--- src/rtl/dgt_pkg.sv ---
// shared constants, types and helpers of the disk grid tessellator
`timescale 1ns / 1ps

package dgt_pkg;

   localparam int STEP_LIMIT    = 256;
   localparam int STEP_W        = 9;
   localparam int ROW_W         = 8;
   localparam int CORDIC_ROUNDS = 16;
   localparam int ATAN_ENTRIES  = 24;
   localparam int CORDIC_STAGES = (CORDIC_ROUNDS < ATAN_ENTRIES) ? CORDIC_ROUNDS : ATAN_ENTRIES;
   localparam int REDUCE_STEPS  = 4;

   localparam int DIV_N_W     = 26;
   localparam int DIV_Q_W     = 18;
   localparam int DIV_LATENCY = DIV_Q_W + 2;

   localparam int Z_W      = 38;
   localparam int CORDIC_W = 34;
   localparam int POS_W    = 20;
   localparam int COLOR_W  = 16;
   localparam int CFG_W    = 16;
   localparam int CSR_IDX_W = 3;

   localparam logic signed [Z_W-1:0] PI_Q30      = 38'sd3373259426;
   localparam logic signed [Z_W-1:0] HALF_PI_Q30 = 38'sd1686629713;
   localparam logic signed [CORDIC_W-1:0] GAIN_Q30 = 34'sd652032874;

   localparam logic [31:0] ATAN_TABLE [ATAN_ENTRIES] = '{
      32'h3243F6A8, 32'h1DAC6705, 32'h0FADBAFC, 32'h07F56EA6, 32'h03FEAB76, 32'h01FFD55B,
      32'h00FFFAAA, 32'h007FFF55, 32'h003FFFEA, 32'h001FFFFD, 32'h000FFFFF, 32'h0007FFFF,
      32'h0003FFFF, 32'h0001FFFF, 32'h0000FFFF, 32'h00007FFF, 32'h00003FFF, 32'h00001FFF,
      32'h00000FFF, 32'h000007FF, 32'h000003FF, 32'h000001FF, 32'h000000FF, 32'h0000007F
   };

   // corner k offsets, order p0 p1 p2 p0 p2 p3
   localparam logic [5:0] CORNER_DR = 6'b110100;
   localparam logic [5:0] CORNER_DC = 6'b010110;
   localparam logic [2:0] LAST_CORNER = 3'd5;

   localparam logic [16:0] ONE_Q15 = 17'd32768;

   typedef enum logic [CSR_IDX_W-1:0] {
      CSR_ANGLE_START  = 3'd0,
      CSR_ANGLE_END    = 3'd1,
      CSR_ANGLE_STEPS  = 3'd2,
      CSR_RING_START   = 3'd3,
      CSR_RING_END     = 3'd4,
      CSR_RING_STEPS   = 3'd5,
      CSR_RADIUS_SCALE = 3'd6
   } csr_index_type;

   function automatic logic [STEP_W-1:0] clamp_steps(input logic [STEP_W-1:0] s);
      logic [STEP_W-1:0] r;
      if (s == '0) begin
         r = STEP_W'(1);
      end else if (int'(s) > STEP_LIMIT) begin
         r = STEP_W'(STEP_LIMIT);
      end else begin
         r = s;
      end
      return r;
   endfunction

endpackage

--- src/rtl/dgt_div.sv ---
// pipelined round-to-nearest divider of a signed value by a step count
`timescale 1ns / 1ps

module dgt_div (
   input  logic                               clock,
   input  logic signed [dgt_pkg::DIV_N_W-1:0] numer,
   input  logic        [dgt_pkg::STEP_W-1:0]  steps,
   output logic signed [dgt_pkg::DIV_Q_W:0]   quot
);
   import dgt_pkg::*;

   localparam int A_W = DIV_N_W + 2;
   localparam int D_W = STEP_W + 1;

   typedef struct packed {
      logic [A_W-1:0]     rem;
      logic [D_W-1:0]     den;
      logic [DIV_Q_W-1:0] q;
      logic               neg;
   } div_stage_type;

   div_stage_type stage_ff [DIV_Q_W+1];
   div_stage_type stage_in [DIV_Q_W+1];
   logic signed [A_W-1:0] twice_num;
   logic [A_W-1:0] trial;
   logic signed [DIV_Q_W:0] quot_ff, quot_in;

   always_comb begin
      twice_num = ($signed({{2{numer[DIV_N_W-1]}}, numer}) <<< 1)
                  + $signed({{(A_W-STEP_W){1'b0}}, steps});
      stage_in[0].den = {steps, 1'b0};
      stage_in[0].neg = twice_num[A_W-1];
      stage_in[0].q   = '0;
      // floor of a negative value: magnitude plus divisor minus one
      if (twice_num[A_W-1]) begin
         stage_in[0].rem = A_W'(-twice_num) + {{(A_W-D_W){1'b0}}, stage_in[0].den}
                           - A_W'(1);
      end else begin
         stage_in[0].rem = A_W'(twice_num);
      end
      for (int j = 0; j < DIV_Q_W; j++) begin
         stage_in[j+1] = stage_ff[j];
         trial = {{(A_W-D_W){1'b0}}, stage_ff[j].den} << (DIV_Q_W-1-j);
         if (stage_ff[j].rem >= trial) begin
            stage_in[j+1].rem = stage_ff[j].rem - trial;
            stage_in[j+1].q[DIV_Q_W-1-j] = 1'b1;
         end
      end
      if (stage_ff[DIV_Q_W].neg) begin
         quot_in = -$signed({1'b0, stage_ff[DIV_Q_W].q});
      end else begin
         quot_in = $signed({1'b0, stage_ff[DIV_Q_W].q});
      end
   end

   always_ff @(posedge clock) begin
      stage_ff <= stage_in;
      quot_ff  <= quot_in;
   end

   assign quot = quot_ff;

endmodule

--- config.mk ---
export PLATFORM = sky130hd
export DESIGN_NAME = dgt_div
export DESIGN_NICKNAME = d
export VERILOG_FILES = /design/src/rtl/dgt_pkg.sv /design/src/rtl/dgt_div.sv
export SDC_FILE = /design/constraint.sdc
export NUM_CORES = 1
export LEC_CHECK = 0
export BUFFER_PORTS_ARGS = -buffer_cell sky130_fd_sc_hd__buf_2
export CORE_AREA = 2 2 246 296
export DETAILED_ROUTE_END_ITERATION = 10
export DIE_AREA = 0 0 248 298
export GPL_TIMING_DRIVEN = 0
export SLEW_MARGIN = 20
export SYNTH_ARGS = -nofsm -noshare
export SYNTH_HDL_FRONTEND = slang
export SYNTH_SLANG_ARGS = --single-unit
export TNS_END_PERCENT = 10
--- constraint.sdc ---
create_clock -name clock -period 3.73 [get_ports clock]
set_input_delay 0 -clock clock [delete_from_list [all_inputs] [get_ports clock]]
set_output_delay 0 -clock clock [all_outputs]
set_load 0.01 [all_outputs]
; Word level (Yosys, flattened, before mapping)
; Cells that the tools add are included.
[word_totals]
regBits = 875
inputBits = 36
wordCells = 153
[classes]
n_addsub = 22
magnitude_cmp = 18
muxes = 20
[op_table]
columns = cell, count
row1 = 28-bit 2-to-1 mux, 17
row2 = 27-bit by 10-bit adder with 28-bit output, 1
row3 = 28-bit by 10-bit adder with 28-bit output, 1
row4 = 28-bit by 10-bit greater-or-equal comparator with 1-bit output, 1
row5 = 28-bit by 11-bit greater-or-equal comparator with 1-bit output, 1
row6 = 28-bit by 12-bit greater-or-equal comparator with 1-bit output, 1
row7 = 28-bit by 13-bit greater-or-equal comparator with 1-bit output, 1
row8 = 28-bit by 14-bit greater-or-equal comparator with 1-bit output, 1
row9 = 28-bit by 15-bit greater-or-equal comparator with 1-bit output, 1
row10 = 28-bit by 16-bit greater-or-equal comparator with 1-bit output, 1
row11 = 28-bit by 17-bit greater-or-equal comparator with 1-bit output, 1
row12 = 28-bit by 18-bit greater-or-equal comparator with 1-bit output, 1
row13 = 28-bit by 19-bit greater-or-equal comparator with 1-bit output, 1
row14 = 28-bit by 20-bit greater-or-equal comparator with 1-bit output, 1
row15 = 28-bit by 21-bit greater-or-equal comparator with 1-bit output, 1
row16 = 28-bit by 22-bit greater-or-equal comparator with 1-bit output, 1
row17 = 28-bit by 23-bit greater-or-equal comparator with 1-bit output, 1
row18 = 28-bit by 24-bit greater-or-equal comparator with 1-bit output, 1
row19 = 28-bit by 25-bit greater-or-equal comparator with 1-bit output, 1
row20 = 28-bit by 26-bit greater-or-equal comparator with 1-bit output, 1
row21 = 28-bit by 27-bit greater-or-equal comparator with 1-bit output, 1
row22 = 28-bit negator, 1
row23 = "28-bit by 1-bit subtractor with 28-bit output, second input constant", 1
row24 = 28-bit by 11-bit subtractor with 28-bit output, 1
row25 = 20 further kinds, 20

; Longest topological paths before layout
[depth]
ltp_word = 5
ltp_mapped = 15

; Worst setup path before layout
; OpenSTA, ideal clock, no wires.
[synth_path]
kind = reg-to-reg
start = reg stage_ff[712] (netlist name)
end = reg stage_ff[682] (netlist name)
setup_ps = 119
arrival_ps = 2931
slack_ps = 680
path_stages_with_launch = 12
synth_period_minus_slack_ps = 3050
cell_sequence = dfxtp_1 -> inv_1 -> ha_1 -> nand2b_1 -> or4_4 -> nor4_2 -> nand4_1 -> and3_1 -> or3_1 -> or4_4 -> or3_1 -> xnor2_1
[synth_rtl]
columns = item, line_no
row1 = "start, declared", dgt_div.sv:22  ; div_stage_type stage_ff [DIV_Q_W+1];
row2 = "start signal, assigned", dgt_div.sv:57  ; stage_ff <= stage_in;

==> impl_metrics.ini <==
[synthesis]
synth_ff_type = dfxtp_1
synth_sequential_area_ratio_pct = 55.2
synth_nets = 3309
synth_area_um2 = 31800
yosys_warnings = 0
ys_types = 75
synthArstFlopShare_pct = 0
ys_seq_elements = 875
syn_avg_cell_area_um2 = 10.3
netlist_instances = 3075
synth_edf_count = 0

[critical_path]
worstSetupPathType = input port to flop
cp.required_ns = 4.29
worstPathCellList = dlygate4sd3_1 > buf_2 > ha_1 > fa_2 > a211oi_2 > o21ai_2 > a31oi_2 > xnor2_1 > ha_1 > a21o_1 > a31o_2 > nand3b_1 > o31ai_2 > xnor2_1 > dlygate4sd3_1
reg2reg_setup_slack_ns = 0.30
end_kind = flop
critPathArrivalTime_ns = 4.13
crit_fanout = 5
worstRegToRegCells = 11
crit_slowest_cell = dlygate4sd3_1
start_kind = input port
cp_slowest_stage_delay_ns = 0.56

[sta]
fmax_ghz = 0.281
setup_viol = 0
worst_pin_slew_ns = 0.856
skew_ns = 0.0191
finalHoldViolCount = 0
drv_slew = 0
period_share_pct = 95.6
final.min_clock_period_ns = 3.56
grt_setup_unrepaired = true
slew_headroom_pct = 42.7

[place]
numPortBuffers = 51
dp_hpwl_um = 49700
gp_congestion = 0.847
postPlaceCellArea_um2 = 33200

[pwr]
p_total_w = 0.0308
p_leak_nw = 15.7
ir_worst_vdd_uv = 444
powerDensity_nw_per_um2 = 842

[global_route]
track_usage_pct = 17.4
grt_pass1_wl_um = 104000
gr-total-overflow = 0
grt_pass1_vias = 21348
grt_max_degree = 16
antenna_found_initial = 1

[floorplanning]
core_area_um2 = 70800
fp.dieArea_um2 = 73900
ioPinCount = 55
num_rows = 107
start_util_pct = 44.8
die_w_um = 248
fp.dieH_um = 298

[clocking]
cts_tree = done
numCtsBuffers = 85
clockBufferDepth = 3
cts_root_buffer = clkbuf_16
cts.clk_slew.worst_paths_ns = 0.06
htreeDepth = 3
clock_latency_ns = 0.64
cts_sinks = 875

[route]
post_drt_wl_per_cell_um = 15.1
drt_iter0_drc = 1069
wl_um = 64200
post-route-drc-count = 0
vias = 21326
dr.pass1.iters = 5
antenna_left = 0
vias_per_cell = 5.01

[finish]
utilization_pct = 51.7
area_growth_pct = 15.3
layout-drive-gt1-share_pct = 8.33
nets = 3489
design_area_um2 = 36600
nFillCells = 6247

[status]
status = complete, no violations

[hold_path]
hold_depth = 4
hp-class = input port to flop

[flow_run]
drv_cap = 0
-- logic make-up (layout without fill, tap and decap cells) --
| logic type | count (synthesis) | count (layout) | share of synthesized area (%) |
|---|---|---|---|
| xor+xnor | 268 | 268 | 7.39 |
| compound gates | 522 | 522 | 10.2 |
| mux | 32 | 32 | 1.10 |
| flops | 875 | 875 | 55.2 |
| buf+inv | 330 | 582 | 3.94 |
| other cells | 1 | 2 | 0.0118 |
| fa+ha+maj | 199 | 199 | 8.28 |
| simple gates | 848 | 848 | 13.9 |
-- synthesized netlist by cell type, types with 19 or more instances --
library cell    n  area share [%]
nand4b_1       19            0.52
nand4_1        26            0.51
a21boi_0       44             1.0
nand2b_1       39            0.77
xnor2_1       135             3.7
or3_1          37            0.73
nor2b_1        48            0.95
a21o_1         37            0.87
ha_1          179             7.1
fa_1           19             1.2
o21ai_0       183             2.9
a21oi_1       111             1.7
inv_1         285             3.4
xor2_1        133             3.7
nor2_1        180             2.1
nor3_1         70             1.1
nor4_1         74             1.5
clkbuf_1       33            0.39
dfxtp_1       875              55
nand2_1       202             2.4
o31ai_1        32            0.76
o21a_1         24            0.57
or4_1          25            0.59
mux2_2         24            0.85
nand3_1        55            0.87
-- worst max-delay path: cells and delay by family --
kind	cells	cell delay, ns
buffers and inverters	3	1.27
adders and majority gates	3	1.02
xor gates and xnor gates	2	0.27
AOI/OAI and AO/OA	6	1.36
and+or+nand+nor	1	0.20
-- what timing repair did --
| item | CTS | global route |
|---|---|---|
| hold buffers | 38 | 0 |
| setup endpoints to repair | 0 | 10 |
| setup buffers | 0 | 4 |
| resized for setup | 0 | 19 |
| hold endpoints to repair | 33 | 0 |
-- through the flow --
stage	setup TNS [ns]	std cells	hold slack (ns)	setup slack [ns]
2_1_floorplan	0	3075	0.0277	0.680
3_3_place_gp	0	4052	0.190	0.107
3_5_place_dp	0	4052	0.192	0.0602
4_1_cts	0	4249	0.00677	0.0128
5_1_grt	-0.115	4253	0.0970	-0.0635
6_report	0	4254	0.0922	0.166
-- flip-flops by register name (all words and copies together) (netlist names) --
name / flops
quot: 19
stage_ff: 856
-- layout make-up --
type                    instances  area [um^2]  share of cell area, %
diodes                          1         2.50                0.00683
flip-flops and latches        875        17500                   47.8
inverters                     288         1080                   2.95
clock buffers                 115         2440                   6.67
well taps                     926         1160                   3.16
repair buffers                 93          666                   1.82
clock inverters                44          520                   1.42
multi-input cells            1870        13100                   35.7
plain buffers                  42          171                  0.468
-- power by group --
part / switching [W] / total, W / internal [W]
registers: 0.00174 / 0.0138 / 0.0120
clock network: 0.00356 / 0.00876 / 0.00520
logic: 0.00441 / 0.00828 / 0.00387
total: 0.00971 / 0.0308 / 0.0211
-- per-layer routing --
metal / part of all wire, % / global-route usage, % / up-vias
li1: - / - / 10861
met4: 3.1 / 6.84 / 0
met5: 0 / 0 / -
met1: 40 / 19.0 / 9993
met2: 53 / 33.2 / 363
met3: 3.3 / 2.42 / 109
-- cells in the final DEF, fill, tap and decap left out, drive strengths merged, types with 39 or more instances in the layout --
cell and count:
nand2b 39, o21ai 187, a21oi 111, inv 290
xnor2 135, nand2 202, nand3 55, nor3 73
nor4 77, nor2b 48, nor2 180, xor2 133
clkbuf 148, a21boi 44, buf 64, dfxtp 875
ha 179
-- path summary, 6_finish.rpt --
| path | from | endpoint |
|---|---|---|
| hold reg to reg | stage_ff[585] | stage_ff[528] |
| setup reg to reg | stage_ff[1048] | stage_ff[987] |
| setup / recovery | steps[1] | stage_ff[1077] |
| hold / removal | numer[5] | stage_ff[1061] |
Note: power is estimated with default switching activity, not from simulation.
